**config.mk**
```make
export PLATFORM = sky130hd
export DESIGN_NAME = averaging_circular_fifo_flat
export DESIGN_NICKNAME = d
export VERILOG_FILES = /design/src/rtl/acf_pkg.sv /design/src/rtl/acf_in_if.sv /design/src/rtl/acf_out_if.sv /design/src/rtl/acf_cfg_if.sv /design/src/rtl/averaging_circular_fifo.sv /design/src/rtl/acf_ram.sv /design/src/rtl/acf_ctrl.sv /design/src/rtl/acf_dp.sv /design/src/flat_wrapper.sv
export SDC_FILE = /design/constraint.sdc
export NUM_CORES = 2
export LEC_CHECK = 0
export ABC_AREA = 1
export BUFFER_PORTS_ARGS = -buffer_cell sky130_fd_sc_hd__clkbuf_2
export CORE_ASPECT_RATIO = 2
export CORE_MARGIN = 8
export CORE_UTILIZATION = 27
export CTS_CLUSTER_SIZE = 28
export DETAILED_ROUTE_END_ITERATION = 10
export GPL_TIMING_DRIVEN = 0
export SLEW_MARGIN = 20
export SYNTH_ARGS = -nofsm -noshare
export SYNTH_HDL_FRONTEND = slang
export SYNTH_SLANG_ARGS = --single-unit
```
**constraint.sdc**
```tcl
create_clock -name clk -period 10.7 [get_ports clk]
set_clock_uncertainty 0.15 [all_clocks]
set_input_delay 0.535 -clock clk [delete_from_list [all_inputs] [get_ports clk]]
set_output_delay 0.535 -clock clk [all_outputs]
set_load 0.02 [all_outputs]
```
**src/rtl/acf_pkg.sv**
```systemverilog
// ----------------------------------------------------------------------------
// acf_pkg: shared types and constants of the averaging circular FIFO
// Field widths, action and status codes, and the controller/datapath bundles.
// ----------------------------------------------------------------------------
package acf_pkg;

  // Built depth of the slot store
  localparam int DEPTH_DEF = 64;

  // Field widths
  localparam int DATA_W = 32;
  localparam int CAP_W  = 7;
  localparam int SUM_W  = 38;
  localparam int ACT_W  = 2;
  localparam int STAT_W = 2;

  // Divider step counter width (one quotient bit per step)
  localparam int DCNT_W = $clog2(SUM_W);

  // Capacity after reset
  localparam logic [CAP_W-1:0] CAP_RESET = CAP_W'(64);

  // Action codes (any other code behaves as a query)
  localparam logic [ACT_W-1:0] ACT_PUSH  = 2'd0;
  localparam logic [ACT_W-1:0] ACT_POP   = 2'd1;
  localparam logic [ACT_W-1:0] ACT_QUERY = 2'd2;

  // Status codes
  localparam logic [STAT_W-1:0] ST_OK    = 2'd0;
  localparam logic [STAT_W-1:0] ST_EMPTY = 2'd1;
  localparam logic [STAT_W-1:0] ST_FULL  = 2'd2;

  // Commands from controller to datapath
  typedef struct packed {
    logic latch;     // capture the incoming request
    logic exec;      // apply push, start pop read, set status
    logic pop_upd;   // read data present: finish the pop
    logic div_load;  // load the divider
    logic div_step;  // one quotient bit
    logic out_load;  // move the result into the output register
  } acf_cmd_t;

  // Status from datapath to controller
  typedef struct packed {
    logic pop_ok;    // latched request is a pop with entries held
    logic div_last;  // divider is on its final step
    logic out_free;  // output register can take a result this cycle
  } acf_stat_t;

endpackage

```
**src/rtl/acf_in_if.sv**
```systemverilog
// ----------------------------------------------------------------------------
// acf_in_if: request channel of the averaging circular FIFO
// Valid/ready handshake carrying one push, pop or query request.
// ----------------------------------------------------------------------------
interface acf_in_if;
  import acf_pkg::*;

  logic                     valid;
  logic                     ready;
  logic [ACT_W-1:0]         action;
  logic signed [DATA_W-1:0] value;

  modport source (output valid, output action, output value, input ready);
  modport sink   (input valid, input action, input value, output ready);

endinterface

```
**src/rtl/acf_out_if.sv**
```systemverilog
// ----------------------------------------------------------------------------
// acf_out_if: result channel of the averaging circular FIFO
// Valid/ready handshake carrying one result per request.
// ----------------------------------------------------------------------------
interface acf_out_if;
  import acf_pkg::*;

  logic                     valid;
  logic                     ready;
  logic signed [DATA_W-1:0] popped_value;
  logic [STAT_W-1:0]        status;
  logic [CAP_W-1:0]         entry_count;
  logic signed [SUM_W-1:0]  entry_sum;
  logic signed [DATA_W-1:0] entry_average;

  modport source (output valid, output popped_value, output status, output entry_count,
                  output entry_sum, output entry_average, input ready);
  modport sink   (input valid, input popped_value, input status, input entry_count,
                  input entry_sum, input entry_average, output ready);

endinterface

```
**src/rtl/acf_cfg_if.sv**
```systemverilog
// ----------------------------------------------------------------------------
// acf_cfg_if: configuration write channel of the averaging circular FIFO
// Valid/ready handshake carrying the capacity register value.
// ----------------------------------------------------------------------------
interface acf_cfg_if;
  import acf_pkg::*;

  logic             valid;
  logic             ready;
  logic [CAP_W-1:0] capacity;

  modport source (output valid, output capacity, input ready);
  modport sink   (input valid, input capacity, output ready);

endinterface

```
**src/rtl/averaging_circular_fifo.sv**
```systemverilog
// ----------------------------------------------------------------------------
// averaging_circular_fifo: circular FIFO with running sum and average
// Requests arrive on in_if (action: push, pop or query; value for push).
// Each request gives exactly one result on out_if: popped value (-1 unless
// a good pop), status (ok, pop from empty, push into full refused), entry
// count, entry sum and the sum divided by the count, truncated toward zero
// (0 when empty).
// cfg_if writes the capacity (1..DEPTH slots in use; 0 acts as 1, larger
// values as DEPTH). A write empties the queue; it is ready whenever out of
// reset and is meant to be written while no request is in flight.
// A request passes through execute, a slot RAM read (good pop only), the
// 38-step serial divider for the average and the output register. A new
// request is taken once the result is in the output register, so the block
// works on one request at a time.
// If out_if stalls, the result waits in the output register while the next
// request is accepted and worked; that one then holds until the register
// frees. Reset empties the queue and sets capacity to 64; slot contents
// are not cleared and need no clearing pass.
// ----------------------------------------------------------------------------
module averaging_circular_fifo #(
  parameter int DEPTH = acf_pkg::DEPTH_DEF
) (
  input  logic      clk,
  input  logic      rst_n,
  acf_in_if.sink    in_if,
  acf_out_if.source out_if,
  acf_cfg_if.sink   cfg_if
);
  import acf_pkg::*;

  acf_cmd_t  cmd;
  acf_stat_t stat;
  logic      in_ready;

  // Configuration writes are taken at once, nothing is taken in reset
  assign cfg_if.ready = rst_n;
  assign in_if.ready  = in_ready && rst_n;

  acf_ctrl u_ctrl (
    .clk      (clk),
    .rst_n    (rst_n),
    .in_valid (in_if.valid),
    .in_ready (in_ready),
    .cmd      (cmd),
    .stat     (stat)
  );

  acf_dp #(
    .DEPTH (DEPTH)
  ) u_dp (
    .clk               (clk),
    .rst_n             (rst_n),
    .cmd               (cmd),
    .stat              (stat),
    .cfg_valid         (cfg_if.valid),
    .cfg_capacity      (cfg_if.capacity),
    .in_action         (in_if.action),
    .in_value          (in_if.value),
    .out_ready         (out_if.ready),
    .out_valid         (out_if.valid),
    .out_popped_value  (out_if.popped_value),
    .out_status        (out_if.status),
    .out_entry_count   (out_if.entry_count),
    .out_entry_sum     (out_if.entry_sum),
    .out_entry_average (out_if.entry_average)
  );

endmodule

```
**src/rtl/acf_ram.sv**
```systemverilog
// ----------------------------------------------------------------------------
// acf_ram: generic single-write, single-read RAM
// One write port and one read port, read data registered.
// ----------------------------------------------------------------------------
module acf_ram #(
  parameter int WIDTH = 32,
  parameter int DEPTH = 64
) (
  input  logic                     clk,
  input  logic                     we,
  input  logic [$clog2(DEPTH)-1:0] waddr,
  input  logic [WIDTH-1:0]         wdata,
  input  logic                     re,
  input  logic [$clog2(DEPTH)-1:0] raddr,
  output logic [WIDTH-1:0]         rdata
);

  logic [WIDTH-1:0] mem [DEPTH];
  logic [WIDTH-1:0] rdata_r;

  // Write port
  always_ff @(posedge clk) begin
    if (we) begin
      mem[waddr] <= wdata;
    end
  end

  // Registered read port
  always_ff @(posedge clk) begin
    if (re) begin
      rdata_r <= mem[raddr];
    end
  end

  assign rdata = rdata_r;

endmodule

```
**src/rtl/acf_ctrl.sv**
```systemverilog
// ----------------------------------------------------------------------------
// acf_ctrl: sequencing state machine of the averaging circular FIFO
// Takes one request at a time, steps the datapath through execute, pop
// read, division and result hand-off.
// ----------------------------------------------------------------------------
module acf_ctrl (
  input  logic               clk,
  input  logic               rst_n,
  input  logic               in_valid,
  output logic               in_ready,
  output acf_pkg::acf_cmd_t  cmd,
  input  acf_pkg::acf_stat_t stat
);
  import acf_pkg::*;

  typedef enum logic [5:0] {
    S_IDLE  = 6'b000001,
    S_EXEC  = 6'b000010,
    S_READ  = 6'b000100,
    S_START = 6'b001000,
    S_DIV   = 6'b010000,
    S_DONE  = 6'b100000
  } state_t;

  state_t state_r, state_nxt;

  // Next state and command decode
  always_comb begin
    state_nxt = state_r;
    cmd       = '0;
    in_ready  = 1'b0;
    unique case (state_r)
      S_IDLE: begin
        in_ready = 1'b1;
        if (in_valid) begin
          cmd.latch = 1'b1;
          state_nxt = S_EXEC;
        end
      end
      S_EXEC: begin
        cmd.exec  = 1'b1;
        state_nxt = stat.pop_ok ? S_READ : S_START;
      end
      S_READ: begin
        cmd.pop_upd = 1'b1;
        state_nxt   = S_START;
      end
      S_START: begin
        cmd.div_load = 1'b1;
        state_nxt    = S_DIV;
      end
      S_DIV: begin
        cmd.div_step = 1'b1;
        if (stat.div_last) begin
          state_nxt = S_DONE;
        end
      end
      S_DONE: begin
        if (stat.out_free) begin
          cmd.out_load = 1'b1;
          state_nxt    = S_IDLE;
        end
      end
      default: begin
        state_nxt = S_IDLE;
      end
    endcase
  end

  // State register
  always_ff @(posedge clk) begin
    if (!rst_n) begin
      state_r <= S_IDLE;
    end else begin
      state_r <= state_nxt;
    end
  end

endmodule

```
**src/rtl/acf_dp.sv**
```systemverilog
// ----------------------------------------------------------------------------
// acf_dp: datapath of the averaging circular FIFO
// Ring pointers, count, running sum, slot RAM, serial divider for the
// average and the output register.
// ----------------------------------------------------------------------------
module acf_dp #(
  parameter int DEPTH = acf_pkg::DEPTH_DEF
) (
  input  logic                             clk,
  input  logic                             rst_n,
  input  acf_pkg::acf_cmd_t                cmd,
  output acf_pkg::acf_stat_t               stat,
  input  logic                             cfg_valid,
  input  logic [acf_pkg::CAP_W-1:0]        cfg_capacity,
  input  logic [acf_pkg::ACT_W-1:0]        in_action,
  input  logic signed [acf_pkg::DATA_W-1:0] in_value,
  input  logic                             out_ready,
  output logic                             out_valid,
  output logic signed [acf_pkg::DATA_W-1:0] out_popped_value,
  output logic [acf_pkg::STAT_W-1:0]       out_status,
  output logic [acf_pkg::CAP_W-1:0]        out_entry_count,
  output logic signed [acf_pkg::SUM_W-1:0] out_entry_sum,
  output logic signed [acf_pkg::DATA_W-1:0] out_entry_average
);
  import acf_pkg::*;

  localparam int IDX_W = $clog2(DEPTH);
  localparam int CW    = (IDX_W + 1 > CAP_W) ? IDX_W + 1 : CAP_W;
  localparam logic [CAP_W-1:0] DEPTH_CAP =
    (DEPTH > (2**CAP_W) - 1) ? CAP_W'((2**CAP_W) - 1) : CAP_W'(DEPTH);

  // Ring state
  logic [CAP_W-1:0]         cap_r, cap_nxt;
  logic [IDX_W-1:0]         head_r, head_nxt;
  logic [IDX_W-1:0]         tail_r, tail_nxt;
  logic [CAP_W-1:0]         count_r, count_nxt;
  logic signed [SUM_W-1:0]  sum_r, sum_nxt;

  // Latched request and per-request result
  logic [ACT_W-1:0]         act_r;
  logic signed [DATA_W-1:0] val_r;
  logic [STAT_W-1:0]        status_r;
  logic signed [DATA_W-1:0] popped_r;

  // Divider
  logic [SUM_W-1:0]         dq_r;
  logic [CAP_W-1:0]         rem_r;
  logic [DCNT_W-1:0]        dcnt_r;
  logic                     neg_r;
  logic [CAP_W:0]           trial;
  logic                     trial_ge;
  logic [SUM_W-1:0]         mag;
  logic [SUM_W-1:0]         quot;

  // Output register
  logic                     out_valid_r, out_valid_nxt;
  logic signed [DATA_W-1:0] o_popped_r;
  logic [STAT_W-1:0]        o_status_r;
  logic [CAP_W-1:0]         o_count_r;
  logic signed [SUM_W-1:0]  o_sum_r;
  logic signed [DATA_W-1:0] o_avg_r;

  logic [CAP_W-1:0]         eff_cap;
  logic                     is_push, is_pop, full, push_ok, pop_ok;
  logic [DATA_W-1:0]        ram_rdata;

  // Ring index advance, wrapping at the effective capacity
  function automatic logic [IDX_W-1:0] next_idx(input logic [IDX_W-1:0] idx,
                                                input logic [CAP_W-1:0] cap);
    logic [CW-1:0] n;
    n = CW'(idx) + CW'(1);
    return (n >= CW'(cap)) ? '0 : idx + IDX_W'(1);
  endfunction

  // Capacity clamped to 1..built depth
  always_comb begin
    if (cap_r == '0) begin
      eff_cap = CAP_W'(1);
    end else if (cap_r > DEPTH_CAP) begin
      eff_cap = DEPTH_CAP;
    end else begin
      eff_cap = cap_r;
    end
  end

  // Request decode
  assign is_push = (act_r == ACT_PUSH);
  assign is_pop  = (act_r == ACT_POP);
  assign full    = (count_r >= eff_cap);
  assign push_ok = is_push && !full;
  assign pop_ok  = is_pop && (count_r != '0);

  // Slot store
  acf_ram #(
    .WIDTH (DATA_W),
    .DEPTH (DEPTH)
  ) u_slots (
    .clk   (clk),
    .we    (cmd.exec && push_ok),
    .waddr (tail_r),
    .wdata (val_r),
    .re    (cmd.exec && pop_ok),
    .raddr (head_r),
    .rdata (ram_rdata)
  );

  // Ring pointer, count and running sum update
  always_comb begin
    cap_nxt   = cap_r;
    head_nxt  = head_r;
    tail_nxt  = tail_r;
    count_nxt = count_r;
    sum_nxt   = sum_r;
    if (cfg_valid) begin
      cap_nxt   = cfg_capacity;
      head_nxt  = '0;
      tail_nxt  = '0;
      count_nxt = '0;
      sum_nxt   = '0;
    end else if (cmd.exec && push_ok) begin
      tail_nxt  = next_idx(tail_r, eff_cap);
      count_nxt = count_r + CAP_W'(1);
      sum_nxt   = sum_r + SUM_W'(val_r);
    end else if (cmd.pop_upd) begin
      head_nxt  = next_idx(head_r, eff_cap);
      count_nxt = count_r - CAP_W'(1);
      sum_nxt   = sum_r - SUM_W'($signed(ram_rdata));
    end
  end

  always_ff @(posedge clk) begin
    if (!rst_n) begin
      cap_r   <= CAP_RESET;
      head_r  <= '0;
      tail_r  <= '0;
      count_r <= '0;
      sum_r   <= '0;
    end else begin
      cap_r   <= cap_nxt;
      head_r  <= head_nxt;
      tail_r  <= tail_nxt;
      count_r <= count_nxt;
      sum_r   <= sum_nxt;
    end
  end

  // Request capture, status and popped value
  always_ff @(posedge clk) begin
    if (cmd.latch) begin
      act_r <= in_action;
      val_r <= in_value;
    end
    if (cmd.exec) begin
      popped_r <= '1;
      if (is_push && full) begin
        status_r <= ST_FULL;
      end else if (is_pop && !pop_ok) begin
        status_r <= ST_EMPTY;
      end else begin
        status_r <= ST_OK;
      end
    end else if (cmd.pop_upd) begin
      popped_r <= $signed(ram_rdata);
    end
  end

  // Restoring divider: |sum| / count, one quotient bit per step
  assign mag      = sum_r[SUM_W-1] ? SUM_W'(-sum_r) : SUM_W'(sum_r);
  assign trial    = {rem_r, dq_r[SUM_W-1]};
  assign trial_ge = (trial >= {1'b0, count_r});
  assign quot     = neg_r ? (~dq_r + SUM_W'(1)) : dq_r;

  always_ff @(posedge clk) begin
    if (cmd.div_load) begin
      dq_r   <= mag;
      rem_r  <= '0;
      dcnt_r <= '0;
      neg_r  <= sum_r[SUM_W-1];
    end else if (cmd.div_step) begin
      dq_r   <= {dq_r[SUM_W-2:0], trial_ge};
      rem_r  <= trial_ge ? CAP_W'(trial - {1'b0, count_r}) : trial[CAP_W-1:0];
      dcnt_r <= dcnt_r + DCNT_W'(1);
    end
  end

  // Output register
  always_comb begin
    out_valid_nxt = out_valid_r;
    if (cmd.out_load) begin
      out_valid_nxt = 1'b1;
    end else if (out_ready) begin
      out_valid_nxt = 1'b0;
    end
  end

  always_ff @(posedge clk) begin
    if (!rst_n) begin
      out_valid_r <= 1'b0;
    end else begin
      out_valid_r <= out_valid_nxt;
    end
  end

  always_ff @(posedge clk) begin
    if (cmd.out_load) begin
      o_popped_r <= popped_r;
      o_status_r <= status_r;
      o_count_r  <= count_r;
      o_sum_r    <= sum_r;
      o_avg_r    <= (count_r == '0) ? '0 : $signed(quot[DATA_W-1:0]);
    end
  end

  assign out_valid         = out_valid_r;
  assign out_popped_value  = o_popped_r;
  assign out_status        = o_status_r;
  assign out_entry_count   = o_count_r;
  assign out_entry_sum     = o_sum_r;
  assign out_entry_average = o_avg_r;

  // Status to controller
  assign stat.pop_ok   = pop_ok;
  assign stat.div_last = (dcnt_r == DCNT_W'(SUM_W - 1));
  assign stat.out_free = !out_valid_r || out_ready;

`ifndef NO_ASSERTIONS
  // Count never passes the effective capacity
  a_count_le_cap: assert property (@(posedge clk) disable iff (!rst_n)
    count_r <= eff_cap)
    else $error("entry count above capacity");

  // An empty ring has a zero running sum
  a_empty_sum: assert property (@(posedge clk) disable iff (!rst_n)
    (count_r == '0) |-> (sum_r == '0))
    else $error("running sum nonzero while empty");

  // An empty ring has head and tail together
  a_empty_ptrs: assert property (@(posedge clk) disable iff (!rst_n)
    (count_r == '0) |-> (head_r == tail_r))
    else $error("head and tail apart while empty");

  // A finished pop leaves one entry fewer unless a capacity write comes in the same cycle
  a_pop_count: assert property (@(posedge clk) disable iff (!rst_n)
    (cmd.pop_upd && !cfg_valid) |=> (count_r == $past(count_r) - CAP_W'(1)))
    else $error("pop did not decrement count");
`endif

endmodule

```
**src/flat_wrapper.sv**
```systemverilog
// flat-port wrapper written by rule: the top's interface ports become plain ports
module averaging_circular_fifo_flat import acf_pkg::*;
#(
  parameter int DEPTH = acf_pkg::DEPTH_DEF
)
  (clk, rst_n, in_if_valid, in_if_action, in_if_value, in_if_ready, out_if_valid, out_if_popped_value, out_if_status, out_if_entry_count, out_if_entry_sum, out_if_entry_average, out_if_ready, cfg_if_valid, cfg_if_capacity, cfg_if_ready);
  acf_in_if in_if_i ();
  acf_out_if out_if_i ();
  acf_cfg_if cfg_if_i ();
  input  logic clk;
  input  logic rst_n;
  input wire logic [$bits(in_if_i.valid)-1:0] in_if_valid;
  input wire logic [$bits(in_if_i.action)-1:0] in_if_action;
  input wire logic [$bits(in_if_i.value)-1:0] in_if_value;
  output wire logic [$bits(in_if_i.ready)-1:0] in_if_ready;
  output wire logic [$bits(out_if_i.valid)-1:0] out_if_valid;
  output wire logic [$bits(out_if_i.popped_value)-1:0] out_if_popped_value;
  output wire logic [$bits(out_if_i.status)-1:0] out_if_status;
  output wire logic [$bits(out_if_i.entry_count)-1:0] out_if_entry_count;
  output wire logic [$bits(out_if_i.entry_sum)-1:0] out_if_entry_sum;
  output wire logic [$bits(out_if_i.entry_average)-1:0] out_if_entry_average;
  input wire logic [$bits(out_if_i.ready)-1:0] out_if_ready;
  input wire logic [$bits(cfg_if_i.valid)-1:0] cfg_if_valid;
  input wire logic [$bits(cfg_if_i.capacity)-1:0] cfg_if_capacity;
  output wire logic [$bits(cfg_if_i.ready)-1:0] cfg_if_ready;
  assign in_if_i.valid = in_if_valid;
  assign in_if_i.action = in_if_action;
  assign in_if_i.value = in_if_value;
  assign in_if_ready = in_if_i.ready;
  assign out_if_valid = out_if_i.valid;
  assign out_if_popped_value = out_if_i.popped_value;
  assign out_if_status = out_if_i.status;
  assign out_if_entry_count = out_if_i.entry_count;
  assign out_if_entry_sum = out_if_i.entry_sum;
  assign out_if_entry_average = out_if_i.entry_average;
  assign out_if_i.ready = out_if_ready;
  assign cfg_if_i.valid = cfg_if_valid;
  assign cfg_if_i.capacity = cfg_if_capacity;
  assign cfg_if_ready = cfg_if_i.ready;
  averaging_circular_fifo #(.DEPTH(DEPTH)) u_core (.clk(clk), .rst_n(rst_n), .in_if(in_if_i), .out_if(out_if_i), .cfg_if(cfg_if_i));
endmodule
```
==> results by group <==
Die
  • Die width: 442.2 um
  • Initial cell density of the core: 0.2708
  • # rows: ~310
  • Io pins: 160
  • Die ar.: between 300000 and 400000 um^2
  • Die H: between 800 and 900 um
  • Core Region: 362300 um^2

Synthesis
  • Distinct cells, synth: between 40 and 50
  • Post-synth EDFFs: 2266
  • Synth Warn #: 0
  • Syn_nets: roughly 8.0k
  • Synthesis-stage register bit count: ~2.4k
  • Mapped cell area: between 90000 and 100000 um^2
  • Sequential area share after synthesis: 0.7173
  • Average footprint of a synthesized cell: 12.38 um^2
  • Top cells by area, synth: edfxtp_1 (69%), nor2_1 (5.7%), o21ai_0 (4.9%), o211ai_1 (3.5%), dfxtp_1 (2.4%)
  • Most frequent cell after synthesis: edfxtp_1
  • Ys async rst share: 0
  • Post-Syn Instances: about 8k
  • Top-area cell type share of the netlist area: 0.6937
  • Yosys top cell by area: edfxtp_1
  • Main synth FF type: edfxtp_1
  • Most instantiated cells after synthesis: edfxtp_1 (2266), nor2_1 (1492), o21ai_0 (965)

Pwr
  • Maximum VDD drop: 0.1621 mV
  • Pwr dens: between 150 and 200 nW/um^2
  • Lkg Pwr: 0.04014 uW

CTS
  • Clock Tree Buf Depth: 4
  • Clk pin slew, worst setup/hold paths: 0.06 ns
  • Worst-Skew Late Latency: approximately 0.93 ns
  • CTS sink cnt: about 2.4k
  • H-tree depth: 4
  • Clk root buf: clkbuf_16
  • Post-CTS Setup Inserts: 0
  • CTS tree: built
  • CTS Buf Count: approximately 240

Detailed routing
  • Drc violations: 0
  • Router iterations before antenna repair: 6
  • Final wirelength: 424700 um
  • Detail Route Antenna Nets: 0
  • Iter 0 DRT Violations: 12.45k
  • Vias per cell: between 5 and 6
  • Via count: 74.66k
  • Routed WL per cell: around 31 um

STA
  • Minimum clock period: roughly 5.7 ns
  • Max Slew Vio Count: 0
  • Setup-failing EPs final: 0
  • Unrepaired setup endpoints after global routing: no
  • Final worst-path setup slack: around 5 ns
  • Final period utilization: 0.5307
  • Worst hold slack: slightly above 0.2 ns
  • Achievable Freq: between 150 and 200 MHz
  • Setup TNS: 0 ns
  • Relative slew slack: 0.08051
  • Final hold vios: 0
  • Actual slew at the worst max-slew pin: about 1.4 ns

GRT
  • Vias in the first global route: slightly below 70k
  • GR met1 Demand/Resource: 0.2523
  • Gr busiest metal: met2
  • Largest net degree at the start of global routing: 34
  • Initial antenna violation count: 30
  • M2 GR Usage: 0.3196
  • Grt ovf: 0
  • Global-route wire length before repair: 567100 um
  • Met3 Usage GRT: 0.05657
  • GRT Overall Usage: 0.2091

Place
  • I/O Buffers: about 160
  • RePlAce Congestion: 0.9990
  • Post-DP HPWL: between 300000 and 400000 um
  • Pre-CTS setup slack: 5.107 ns
  • Placed Area: between 100000 and 150000 um^2

Run status
  • Status: complete, no violations

Min path
  • Worst hold path type: in2reg

Critical path
  • WP data required: ~11 ns
  • Arr. time, crit path: approximately 6.3 ns
  • CP max FO: 10
  • Setup crit end kind: register
  • Startpoint Class: register
  • Crit Path Class: reg2reg

Layout
  • Finished layout cell area: around 120000 um^2
  • Synth-to-Final Area Change: 21.97%
  • Layout cells sized above 1: 0.1217
  • Final layout net count: between 8k and 9k
  • Filler instances: about 35k

Job
  • Maxcap violations: 0
registers in the layout, indices dropped and copies added, names as in the netlist, 7 cells and up:
signal / cells
u_core.u_dp.u_slots.mem: 2048
u_core.u_dp.val_r: 32
u_core.u_dp.cap_r: 7
u_core.u_dp.out_entry_average: 32
u_core.u_dp.u_slots.rdata: 32
u_core.u_dp.count_r: 7
u_core.u_dp.dq_r: 38
u_core.u_dp.out_popped_value: 32
u_core.u_dp.out_entry_sum: 38
u_core.u_dp.sum_r: 38
u_core.u_dp.out_entry_count: 7
u_core.u_dp.rem_r: 7
u_core.u_dp.popped_r: 32
placed cells by master, fill, tap and decap left out, types with 7 or more instances in the layout:
cell	netlist	layout
nand2_1	495	494
o22ai_1	256	256
nor4_1	10	10
o221ai_1	79	79
xnor2_1	20	20
o21ai_1	225	225
clkinv_2	0	44
nand3_1	365	365
xor2_1	53	53
buf_12	1	93
a21oi_1	150	150
nor3_1	43	43
buf_8	0	103
clkinvlp_4	0	11
buf_16	0	99
dlygate4sd3_1	0	52
clkbuf_2	0	169
o211ai_1	458	458
inv_1	243	243
clkbuf_1	298	335
clkinv_1	2	57
buf_1	20	20
o21bai_1	11	11
nand4_1	26	26
clkbuf_16	0	240
a211oi_1	8	8
bufinv_16	0	25
or2_2	10	10
nor2_4	1	68
o21ai_0	965	965
o21a_1	7	7
nor2_1	1492	1425
diode_2	0	19
ha_1	77	77
buf_2	111	111
dfxtp_1	116	116
buf_4	40	41
edfxtp_1	2266	2266
buf_6	30	32
cells by family (layout without fill, tap and decap cells):
family / Yosys count / in the layout / share of synthesized area
flops: 2382 / 2382 / 0.7173
compound gates: 2175 / 2175 / 0.1300
xor+xnor: 73 / 73 / 0.006518
buf+inv: 751 / 1693 / 0.03417
fa+ha+maj: 80 / 80 / 0.01043
simple gates: 2460 / 2460 / 0.1015
other cells: 0 / 19 / 0
worst paths after layout:
kind | cells after the start | end | slack [ns] | start
worst min-delay path | 2 | u_core.u_dp.val_r[29] | 0.21 | in_if_value[29]
worst min register to register | 0 | u_core.u_dp.out_status[0] | 0.27 | u_core.u_dp.status_r[0]
worst max-delay path | 25 | u_core.u_dp.sum_r[26] | 5.02 | u_core.u_dp.cap_r[2]
worst max register to register | 25 | u_core.u_dp.sum_r[26] | 5.02 | u_core.u_dp.cap_r[2]
area by class of cell:
cell class              count  area, um^2  area share
flip-flops and latches   2382       70370      0.5881
clock buffers             289        6200     0.05182
diodes                     19       47.55   0.0003974
multi-input cells        4788       24880      0.2080
inverters                 251       944.7    0.007895
clock inverters           146        1418     0.01185
plain buffers             500        2421     0.02024
repair buffers            507        7455     0.06231
well taps                4725        5912     0.04941
critical path: stages (launching register included):
cell and delay, ns:
dfxtp_1 0.34, nor2_1 0.11, nand3_1 0.10, o21ai_0 0.59, ha_1 0.36, nand3_1 0.08
nand2_1 0.05, o21ai_1 0.28, nand3_2 0.28, inv_1 0.31, clkbuf_1 0.37, nand2_1 0.09
o21ai_0 0.09, ha_1 0.35, fa_1 0.35, nand2_1 0.07, nand2_1 0.06, o21ai_0 0.19
o21ai_0 0.47, nand2_1 0.10, nand2_1 0.21, nand3_1 0.17, nand3_1 0.14, nand2_1 0.07
o21bai_1 0.13, inv_1 0.05
per-layer routing:
layer,vias up,routed length (um)
met2,5938,183200
met4,18,39940
li1,30880,-
met1,36390,147800
met5,-,102
met3,1433,53620
through the flow:
step	util	instances	total power (uW)
finish	0.3303	13610	19800
global route	0.3302	13590	20150
CTS	0.3301	13590	19770
detailed placement	0.3077	13100	11580
global placement	0.2893	12800	11400
floorplan	-	7921	11000
power by group:
group | internal, uW | leakage [uW] | switching (uW)
clock network | 4710 | 0.00370 | 3650
registers | 10400 | 0.0213 | 114
logic | 289 | 0.0151 | 591
total | 15400 | 0.0401 | 4360
timing repair:
action / 4_1_cts / 5_1_grt
endpoints found under the hold margin: 52 / 0
resized for setup: 0 / 0
hold buffers: 52 / 0
Power figures use the tool's default switching activity.
